**config.mk**
```make
export PLATFORM = sky130hd
export DESIGN_NAME = byte_ring_queue_with_marker_search
export DESIGN_NICKNAME = d
export VERILOG_FILES = /design/src/hw/rtl/brq_pkg.sv /design/src/hw/rtl/byte_ring_queue_with_marker_search.sv /design/src/hw/rtl/brq_ctrl.sv /design/src/hw/rtl/brq_datapath.sv
export SDC_FILE = /design/constraint.sdc
export NUM_CORES = 2
export LEC_CHECK = 0
export BUFFER_PORTS_ARGS = -buffer_cell sky130_fd_sc_hd__buf_2
export CAP_MARGIN = 10
export CORE_MARGIN = 2
export CORE_UTILIZATION = 29
export CTS_BUF_LIST = sky130_fd_sc_hd__clkbuf_8 sky130_fd_sc_hd__clkbuf_16
export DETAILED_ROUTE_END_ITERATION = 6
export PLACE_DENSITY = 0.43
export SLEW_MARGIN = 0
export SYNTH_ARGS = -nofsm -noshare
export SYNTH_HDL_FRONTEND = slang
export SYNTH_SLANG_ARGS = --single-unit
```
**constraint.sdc**
```tcl
create_clock -name clk -period 3.79 [get_ports clk]
set_clock_uncertainty 0.1 [all_clocks]
set_input_delay 0.1895 -clock clk [delete_from_list [all_inputs] [get_ports clk]]
set_output_delay 0.1895 -clock clk [all_outputs]
set_load 0.02 [all_outputs]
```
**src/hw/rtl/brq_pkg.sv**
```systemverilog
// Shared types and constants of the byte ring queue with marker search.
// Holds the action codes and the command and status groups between the
// controller and the datapath. Depends on nothing.
package brq_pkg;

    localparam int BYTE_W = 8;
    localparam int AMT_W  = 9;
    localparam int MARK_W = 16;
    localparam int CNT_W  = 9;
    localparam int ACT_W  = 3;

    typedef logic [ACT_W-1:0] action_t;

    localparam action_t ACT_PUSH    = 3'd0;
    localparam action_t ACT_POP     = 3'd1;
    localparam action_t ACT_PEEK    = 3'd2;
    localparam action_t ACT_DISCARD = 3'd3;
    localparam action_t ACT_CLEAR   = 3'd4;
    localparam action_t ACT_SEARCH  = 3'd5;

    // Controller to datapath
    typedef struct packed {
        logic capture;     // latch a new request
        logic push;        // write at tail, advance tail
        logic pop;         // read at head, advance head
        logic peek;        // read at head plus offset
        logic discard;     // advance head by offset
        logic clear;       // return pointers and count to zero
        logic scan_start;  // read at head, arm the marker scan
        logic scan_step;   // examine one byte, issue the next read
        logic set_ok;      // mark the request successful
        logic take_rd;     // capture the read byte into the result
        logic load_out;    // move the result into the output register
    } cmd_t;

    // Datapath to controller
    typedef struct packed {
        action_t action;
        logic    full;
        logic    empty;
        logic    peek_ok;
        logic    discard_ok;
        logic    pair_ok;
        logic    scan_done;
        logic    out_free;
    } sts_t;

endpackage

```
**src/hw/rtl/byte_ring_queue_with_marker_search.sv**
```systemverilog
// Top level of the byte ring queue with marker search.
// Joins the sequencer (brq_ctrl) and the datapath (brq_datapath).
// Depends on brq_pkg.
//
//   channel  | direction | handshake           | tuser       | tdata
//   ---------+-----------+---------------------+-------------+----------------------------
//   request  | in        | s_tvalid / s_tready | action[2:0] | push_byte, amount, marker
//   result   | out       | m_tvalid / m_tready | ok          | read_byte, span_length,
//            |           |                     |             | fill_count, is_empty, is_full
//
// Steps: push, discard, clear and unused actions pass from transfer through the
// execute and response states to the result; a successful pop or peek adds a read
// state (one registered read of the byte memory). A marker search adds a scan state
// that examines one byte per cycle, up to DEPTH, through the single read port of the memory.
// Reset clears pointers, count and handshake state; memory contents stay.
// A result held in the output register does not stop the next request
// transfer; a request whose result is ready waits only while the register
// is still occupied.
module byte_ring_queue_with_marker_search #(
    parameter int DEPTH = 256
)
(
    input  logic        clk,
    input  logic        rst_n,
    input  logic        s_tvalid,
    output logic        s_tready,
    input  logic [39:0] s_tdata,   // push_byte[7:0], amount[16:8], marker[32:17], zero fill
    input  logic [2:0]  s_tuser,   // action[2:0]
    output logic        m_tvalid,
    input  logic        m_tready,
    output logic [31:0] m_tdata,   // read_byte[7:0], span_length[16:8], fill_count[25:17],
                                   // is_empty[26], is_full[27], zero fill
    output logic [0:0]  m_tuser    // ok[0]
);
    import brq_pkg::*;

    cmd_t cmd;
    sts_t sts;

    logic              res_ok;
    logic [BYTE_W-1:0] res_read_byte;
    logic [CNT_W-1:0]  res_span;
    logic [CNT_W-1:0]  res_fill;
    logic              res_empty;
    logic              res_full;

    // Sequencer: accepts one request, then steps the datapath through it
    brq_ctrl u_ctrl
    (
        .clk      (clk),
        .rst_n    (rst_n),
        .s_tvalid (s_tvalid),
        .s_tready (s_tready),
        .sts      (sts),
        .cmd      (cmd)
    );

    // Datapath: memory, pointers, scan and output register
    brq_datapath #(
        .DEPTH (DEPTH)
    ) u_datapath
    (
        .clk             (clk),
        .rst_n           (rst_n),
        .cmd             (cmd),
        .sts             (sts),
        .in_action       (s_tuser),
        .in_push_byte    (s_tdata[7:0]),
        .in_amount       (s_tdata[16:8]),
        .in_marker       (s_tdata[32:17]),
        .out_valid       (m_tvalid),
        .out_ready       (m_tready),
        .out_ok          (res_ok),
        .out_read_byte   (res_read_byte),
        .out_span_length (res_span),
        .out_fill_count  (res_fill),
        .out_is_empty    (res_empty),
        .out_is_full     (res_full)
    );

    // Pack the result transfer; upper bits of tdata stay zero
    assign m_tdata = {4'b0, res_full, res_empty, res_fill, res_span, res_read_byte};
    assign m_tuser = res_ok;

endmodule

```
**src/hw/rtl/brq_ctrl.sv**
```systemverilog
// Sequencer of the byte ring queue: one request at a time.
// Decodes the action and drives the datapath commands.
// Depends on brq_pkg.
module brq_ctrl
(
    input  logic          clk,
    input  logic          rst_n,
    input  logic          s_tvalid,
    output logic          s_tready,
    input  brq_pkg::sts_t sts,
    output brq_pkg::cmd_t cmd
);
    import brq_pkg::*;

    localparam logic [2:0] ST_IDLE = 3'd0;
    localparam logic [2:0] ST_EXEC = 3'd1;
    localparam logic [2:0] ST_READ = 3'd2;
    localparam logic [2:0] ST_SCAN = 3'd3;
    localparam logic [2:0] ST_RESP = 3'd4;

    logic [2:0] state_reg;
    logic [2:0] state_next;

    assign s_tready = (state_reg == ST_IDLE);

    always_comb
    begin
        cmd        = '0;
        state_next = state_reg;
        unique case (state_reg)
            ST_IDLE:
            begin
                if (s_tvalid)
                begin
                    cmd.capture = 1'b1;
                    state_next  = ST_EXEC;
                end
            end
            ST_EXEC:
            begin
                state_next = ST_RESP;
                unique case (sts.action)
                    ACT_PUSH:
                    begin
                        if (!sts.full)
                        begin
                            cmd.push   = 1'b1;
                            cmd.set_ok = 1'b1;
                        end
                    end
                    ACT_POP:
                    begin
                        if (!sts.empty)
                        begin
                            cmd.pop    = 1'b1;
                            cmd.set_ok = 1'b1;
                            state_next = ST_READ;
                        end
                    end
                    ACT_PEEK:
                    begin
                        if (sts.peek_ok)
                        begin
                            cmd.peek   = 1'b1;
                            cmd.set_ok = 1'b1;
                            state_next = ST_READ;
                        end
                    end
                    ACT_DISCARD:
                    begin
                        if (sts.discard_ok)
                        begin
                            cmd.discard = 1'b1;
                            cmd.set_ok  = 1'b1;
                        end
                    end
                    ACT_CLEAR:
                    begin
                        cmd.clear  = 1'b1;
                        cmd.set_ok = 1'b1;
                    end
                    ACT_SEARCH:
                    begin
                        if (sts.pair_ok)
                        begin
                            cmd.scan_start = 1'b1;
                            state_next     = ST_SCAN;
                        end
                    end
                    default:
                    begin
                        state_next = ST_RESP;
                    end
                endcase
            end
            ST_READ:
            begin
                cmd.take_rd = 1'b1;
                state_next  = ST_RESP;
            end
            ST_SCAN:
            begin
                cmd.scan_step = 1'b1;
                if (sts.scan_done)
                begin
                    state_next = ST_RESP;
                end
            end
            ST_RESP:
            begin
                if (sts.out_free)
                begin
                    cmd.load_out = 1'b1;
                    state_next   = ST_IDLE;
                end
            end
            default:
            begin
                state_next = ST_IDLE;
            end
        endcase
    end

    always_ff @(posedge clk or negedge rst_n)
    begin
        if (!rst_n)
        begin
            state_reg <= ST_IDLE;
        end
        else
        begin
            state_reg <= state_next;
        end
    end

endmodule

```
**src/hw/rtl/brq_datapath.sv**
```systemverilog
// Datapath of the byte ring queue: byte memory, head, tail, count,
// marker scan and the output register.
// Depends on brq_pkg.
module brq_datapath #(
    parameter int DEPTH = 256
)
(
    input  logic                         clk,
    input  logic                         rst_n,
    input  brq_pkg::cmd_t                cmd,
    output brq_pkg::sts_t                sts,
    input  brq_pkg::action_t             in_action,
    input  logic [brq_pkg::BYTE_W-1:0]   in_push_byte,
    input  logic [brq_pkg::AMT_W-1:0]    in_amount,
    input  logic [brq_pkg::MARK_W-1:0]   in_marker,
    output logic                         out_valid,
    input  logic                         out_ready,
    output logic                         out_ok,
    output logic [brq_pkg::BYTE_W-1:0]   out_read_byte,
    output logic [brq_pkg::CNT_W-1:0]    out_span_length,
    output logic [brq_pkg::CNT_W-1:0]    out_fill_count,
    output logic                         out_is_empty,
    output logic                         out_is_full
);
    import brq_pkg::*;

    localparam int AW = $clog2(DEPTH);
    localparam int CW = $clog2(DEPTH + 1);
    localparam int XW = (CW > AMT_W) ? CW : AMT_W;
    localparam int SW = ((AW > AMT_W) ? AW : AMT_W) + 1;

    logic [BYTE_W-1:0] mem [DEPTH];

    action_t           action_reg;
    logic [BYTE_W-1:0] push_byte_reg;
    logic [AMT_W-1:0]  amount_reg;
    logic [MARK_W-1:0] marker_reg;

    logic [AW-1:0]     head_reg, head_next;
    logic [AW-1:0]     tail_reg, tail_next;
    logic [CW-1:0]     count_reg, count_next;

    logic [AW-1:0]     rd_addr;
    logic [BYTE_W-1:0] rd_data_reg;

    logic [AW-1:0]     scan_ptr_reg, scan_ptr_next;
    logic [CW-1:0]     rx_idx_reg, rx_idx_next;
    logic [BYTE_W-1:0] prev_reg;

    logic              ok_res_reg;
    logic [BYTE_W-1:0] rd_res_reg;
    logic [CW-1:0]     span_res_reg;

    logic              out_valid_reg, out_valid_next;
    logic              out_ok_reg;
    logic [BYTE_W-1:0] out_rd_reg;
    logic [CNT_W-1:0]  out_span_reg;
    logic [CNT_W-1:0]  out_fill_reg;
    logic              out_empty_reg;
    logic              out_full_reg;

    logic [XW-1:0]     amount_x;
    logic [XW-1:0]     count_x;
    logic              scan_hit;
    logic              scan_end;
    logic [AW-1:0]     peek_addr;

    // head plus an offset of at most DEPTH, wrapped once
    function automatic logic [AW-1:0] ring_add(input logic [AW-1:0] base,
                                               input logic [AMT_W-1:0] off);
        logic [SW-1:0] sum;
        begin
            sum = SW'(base) + SW'(off);
            if (sum >= SW'(DEPTH))
            begin
                sum = sum - SW'(DEPTH);
            end
            ring_add = sum[AW-1:0];
        end
    endfunction

    function automatic logic [AW-1:0] ring_inc(input logic [AW-1:0] ptr);
        begin
            if (ptr == AW'(DEPTH - 1))
            begin
                ring_inc = '0;
            end
            else
            begin
                ring_inc = ptr + AW'(1);
            end
        end
    endfunction

    assign amount_x  = XW'(amount_reg);
    assign count_x   = XW'(count_reg);
    assign peek_addr = ring_add(head_reg, amount_reg);

    assign scan_hit = (rx_idx_reg != '0) && ({prev_reg, rd_data_reg} == marker_reg);
    assign scan_end = (rx_idx_reg == count_reg - CW'(1));

    assign sts.action     = action_reg;
    assign sts.full       = (count_reg == CW'(DEPTH));
    assign sts.empty      = (count_reg == '0);
    assign sts.peek_ok    = (amount_x < count_x);
    assign sts.discard_ok = (amount_x <= count_x);
    assign sts.pair_ok    = (count_reg >= CW'(2));
    assign sts.scan_done  = scan_hit || scan_end;
    assign sts.out_free   = !out_valid_reg || out_ready;

    always_comb
    begin
        priority if (cmd.pop || cmd.scan_start)
        begin
            rd_addr = head_reg;
        end
        else if (cmd.peek)
        begin
            rd_addr = peek_addr;
        end
        else
        begin
            rd_addr = scan_ptr_reg;
        end
    end

    always_comb
    begin
        head_next  = head_reg;
        tail_next  = tail_reg;
        count_next = count_reg;
        priority if (cmd.clear)
        begin
            head_next  = '0;
            tail_next  = '0;
            count_next = '0;
        end
        else if (cmd.push)
        begin
            tail_next  = ring_inc(tail_reg);
            count_next = count_reg + CW'(1);
        end
        else if (cmd.pop)
        begin
            head_next  = ring_inc(head_reg);
            count_next = count_reg - CW'(1);
        end
        else if (cmd.discard)
        begin
            head_next  = peek_addr;
            count_next = count_reg - CW'(amount_reg);
        end
    end

    always_comb
    begin
        scan_ptr_next = scan_ptr_reg;
        rx_idx_next   = rx_idx_reg;
        priority if (cmd.scan_start)
        begin
            scan_ptr_next = ring_inc(head_reg);
            rx_idx_next   = '0;
        end
        else if (cmd.scan_step)
        begin
            scan_ptr_next = ring_inc(scan_ptr_reg);
            rx_idx_next   = rx_idx_reg + CW'(1);
        end
    end

    always_comb
    begin
        out_valid_next = out_valid_reg;
        priority if (cmd.load_out)
        begin
            out_valid_next = 1'b1;
        end
        else if (out_ready)
        begin
            out_valid_next = 1'b0;
        end
    end

    always_ff @(posedge clk or negedge rst_n)
    begin
        if (!rst_n)
        begin
            head_reg      <= '0;
            tail_reg      <= '0;
            count_reg     <= '0;
            scan_ptr_reg  <= '0;
            rx_idx_reg    <= '0;
            out_valid_reg <= 1'b0;
        end
        else
        begin
            head_reg      <= head_next;
            tail_reg      <= tail_next;
            count_reg     <= count_next;
            scan_ptr_reg  <= scan_ptr_next;
            rx_idx_reg    <= rx_idx_next;
            out_valid_reg <= out_valid_next;
        end
    end

    always_ff @(posedge clk)
    begin
        if (cmd.push)
        begin
            mem[tail_reg] <= push_byte_reg;
        end
        rd_data_reg <= mem[rd_addr];
    end

    always_ff @(posedge clk)
    begin
        if (cmd.capture)
        begin
            action_reg    <= in_action;
            push_byte_reg <= in_push_byte;
            amount_reg    <= in_amount;
            marker_reg    <= in_marker;
            ok_res_reg    <= 1'b0;
            rd_res_reg    <= '0;
            span_res_reg  <= '0;
        end
        else
        begin
            if (cmd.set_ok)
            begin
                ok_res_reg <= 1'b1;
            end
            if (cmd.take_rd)
            begin
                rd_res_reg <= rd_data_reg;
            end
            if (cmd.scan_step && scan_hit)
            begin
                ok_res_reg   <= 1'b1;
                span_res_reg <= rx_idx_reg + CW'(1);
            end
        end
        if (cmd.scan_step)
        begin
            prev_reg <= rd_data_reg;
        end
        if (cmd.load_out)
        begin
            out_ok_reg    <= ok_res_reg;
            out_rd_reg    <= rd_res_reg;
            out_span_reg  <= CNT_W'(span_res_reg);
            out_fill_reg  <= count_x[CNT_W-1:0];
            out_empty_reg <= (count_reg == '0);
            out_full_reg  <= (count_reg == CW'(DEPTH));
        end
    end

    assign out_valid       = out_valid_reg;
    assign out_ok          = out_ok_reg;
    assign out_read_byte   = out_rd_reg;
    assign out_span_length = out_span_reg;
    assign out_fill_count  = out_fill_reg;
    assign out_is_empty    = out_empty_reg;
    assign out_is_full     = out_full_reg;

endmodule
```
==> impl_metrics.py <==
metrics = {
    "cells_and_area": {
        "syn_to_final_growth_pct": 25.09,
        "fin_nets": 7303,
        "drive_gt1_share_pct": 21.47,
        "stdcell_count": 11540,
        "largest_reg_flops": 2048,
    },
    "grt": {
        "grt_usage_pct": 19.01,
        "grt_pass1_wl_um": 435900,
        "grt_pass1_vias": 57790,
        "antenna_found_initial": 12,
        "gr-total-overflow": 0,
        "grt_max_degree": 145,
    },
    "synthesis": {
        "synth-main-ff-cell": "edfxtp_1",
        "syn_inst": 6403,
        "syn_area_sq_um": 89830,
        "synth-edff-count": 2121,
        "yosysTopAreaCell": "edfxtp_1",
        "syn_avg_cell_area_sq_um": 14.03,
        "netlist.area_leader.share_pct": 70.90,
        "synthDistinctLibCells": 77,
        "synth_seq_area_share_pct": 72.76,
        "synth_common_cells": "edfxtp_1, nand2_1, nand3_1, nor2_1, clkbuf_1",
        "async_flop_share_pct": 2.098,
        "yosys_register_bits": 2193,
        "yosysMostFrequentCell": "edfxtp_1",
        "synth_area_leaders": "edfxtp_1, nand2_1, mux2i_1",
        "yosysWarnings": 0,
    },
    "worst_setup_path": {
        "cp.arrival_ns": 5.15,
        "crit_path_start": "u_datapath.count_reg[6]",
        "critPathKind": "flop to flop",
        "crit_path_end_kind": "flop",
        "start_kind": "flop",
        "worstReg2RegStart": "u_datapath.count_reg[6]",
        "critPathMaxFanout": 30,
        "crit_required_ns": 4.52,
    },
    "floorplan": {
        "core_sq_um": 308600,
        "die_w_um": 560.6,
        "ios": 82,
        "fp.dieH_um": 560.6,
        "start_util_pct": 29.11,
        "rows": 204,
        "dieArea_sq_um": 314200,
    },
    "routing": {
        "drtAntennaViolNets": 0,
        "drc": 0,
        "firstDrtPassIters": 6,
        "routed_wl_um": 310600,
        "vias_per_cell": 5.076,
        "wl_per_cell_um": 26.91,
        "drt-initial-drc-count": 6036,
        "num_vias": 58570,
    },
    "outcome": {
        "violations": "setup timing",
        "status": "complete, but fails checks",
    },
    "sta": {
        "period_share_pct": 116.5,
        "timing.final.crit_period_ns": 4.416,
        "final-hold-violation-count": 0,
        "worstMarginPinSlew_ns": 1.288,
        "fmax_ghz": 0.2265,
        "setup_ws_ns": -0.6260,
        "rsz0062_at_grt": "yes",
        "slew_violations": 0,
        "fin_setup_tns_ns": -4.335,
        "setup_viol": 8,
        "whs_ns": 0.2060,
        "max_slew_margin_pct": 13.83,
    },
    "power": {
        "irDropWorstVdd_uv": 460.0,
        "power_density_nw_per_um2": 809.3,
        "p_total_mw": 90.93,
        "p_leak_nw": 38.33,
    },
    "clock_tree": {
        "h-tree-depth": 4,
        "path_clk_slew_ns": 0.06,
        "tritoncts": "built",
        "cts_sinks": 2193,
        "cts_made_buffers": 243,
        "clk-insertion-delay-late_ns": 0.90,
        "cts_root_buf": "clkbuf_16",
        "clock_path_buffers": 4,
    },
    "hold_path": {
        "min_from": "m_tready",
        "hp-class": "input port to flop",
    },
    "placement": {
        "post-place-ws_ns": -1.230,
        "numPortBuffers": 70,
        "gp_congestion": 0.8610,
        "dp_hpwl_um": 198300,
        "dp.cells": 10920,
    },
    "job": {
        "maxCapViolations": 0,
    },
}
[final timing paths]
| check | to | slack, ns | cells after the start |
|---|---|---|---|
| max reg2reg | u_datapath.rd_data_reg[6] | -0.63 | 17 |
| min in group asynchronous | u_ctrl.state_reg[0] | 0.37 | 4 |
| min | u_datapath.out_valid | 0.21 | 4 |
| max | u_datapath.rd_data_reg[6] | -0.63 | 17 |
| max in group asynchronous | u_datapath.count_reg[7] | 1.80 | 4 |
| min reg2reg | u_datapath.out_span_length[0] | 0.33 | 0 |
[where the power goes]
part / internal, mW / leakage, nW / switching (mW)
Sequential: 28.1 / 19.9 / 0.633
Clock: 12.8 / 3.88 / 9.72
Combinational: 15.9 / 14.6 / 23.8
Total: 56.8 / 38.3 / 34.2
[what timing repair did]
action	in CTS	in global routing
hold buffers	77	0
setup buffers	44	39
resized for setup	183	160
gates cloned	3	17
pin swaps	56	77
endpoints found under the setup margin	8	8
hold endpoints to repair	106	0
[worst max-delay path, cell delays in order (launching register included)]
cell and delay [ns]:
dfrtp_2 0.43, buf_6 0.13, nor4_4 0.41, a31oi_2 0.17, a22oi_2 0.22, buf_6 0.15
nor2b_4 0.23, a211o_4 0.29, buf_4 0.18, buf_12 0.19, buf_4 0.21, a211oi_1 0.09
a311oi_1 0.54, o21ai_0 0.20, a32oi_1 0.36, nand4_1 0.15, buf_4 0.21, nand4_1 0.09
[layout make-up]
class / instances / area [sq um]
multi-input combinational: 3580 / 23070
inverter: 161 / 604.3
fill: 29480 / 196200
clock buffer: 248 / 6183
timing repair buffer: 1047 / 10700
clock inverter: 187 / 1280
antenna: 3 / 7.507
tap: 4120 / 5155
sequential: 2193 / 65370
[cell families after synthesis]
family	share of synthesized area, %
adders and majority gates	0.4346
other	0.004175
AOI/OAI and AO/OA	8.167
DFF	72.76
buffers and inverters	3.190
and+or+nand+nor	10.29
xor gates and xnor gates	0.6630
muxes	4.488
[cells in the final DEF, fill, tap and decap left out, types with 24 or more instances in the layout]
| cell | n |
|---|---|
| edfxtp_1 | 2121 |
| nand2_1 | 1211 |
| buf_4 | 660 |
| nor2_1 | 383 |
| nand3_1 | 380 |
| clkbuf_16 | 262 |
| mux2i_1 | 228 |
| inv_1 | 214 |
| buf_12 | 155 |
| a2111oi_0 | 141 |
| a211oi_1 | 130 |
| a311oi_1 | 104 |
| a32oi_1 | 92 |
| a21oi_1 | 84 |
| a31oi_1 | 78 |
| dlygate4sd3_1 | 77 |
| mux4_2 | 72 |
| buf_2 | 70 |
| nand4_1 | 69 |
| o21ai_0 | 61 |
| clkinv_1 | 56 |
| clkinv_2 | 49 |
| dfrtp_1 | 44 |
| xnor2_1 | 42 |
| buf_6 | 40 |
| or3_1 | 30 |
| o31ai_1 | 26 |
| a311oi_2 | 26 |
| dfxtp_1 | 26 |
| a31oi_2 | 25 |
| xor2_1 | 24 |
| ha_1 | 24 |
[per-layer routing]
| metal | routed length [um] | GRT usage, % |
|---|---|---|
| met1 | 138700 | 26.58 |
| met2 | 147300 | 31.16 |
| met3 | 16550 | 2.376 |
| met4 | 7985 | 4.884 |
| met5 | 11 | 0 |
[through the flow]
stage / cell area, sq um / utilization (%)
after floorplan: 89840 / -
after global placement: 101100 / 32.77
after detailed placement: 101100 / 32.78
after CTS: 110800 / 35.89
after global routing: 112400 / 36.41
final: 112400 / 36.41
(Power assumes the default switching activity.)
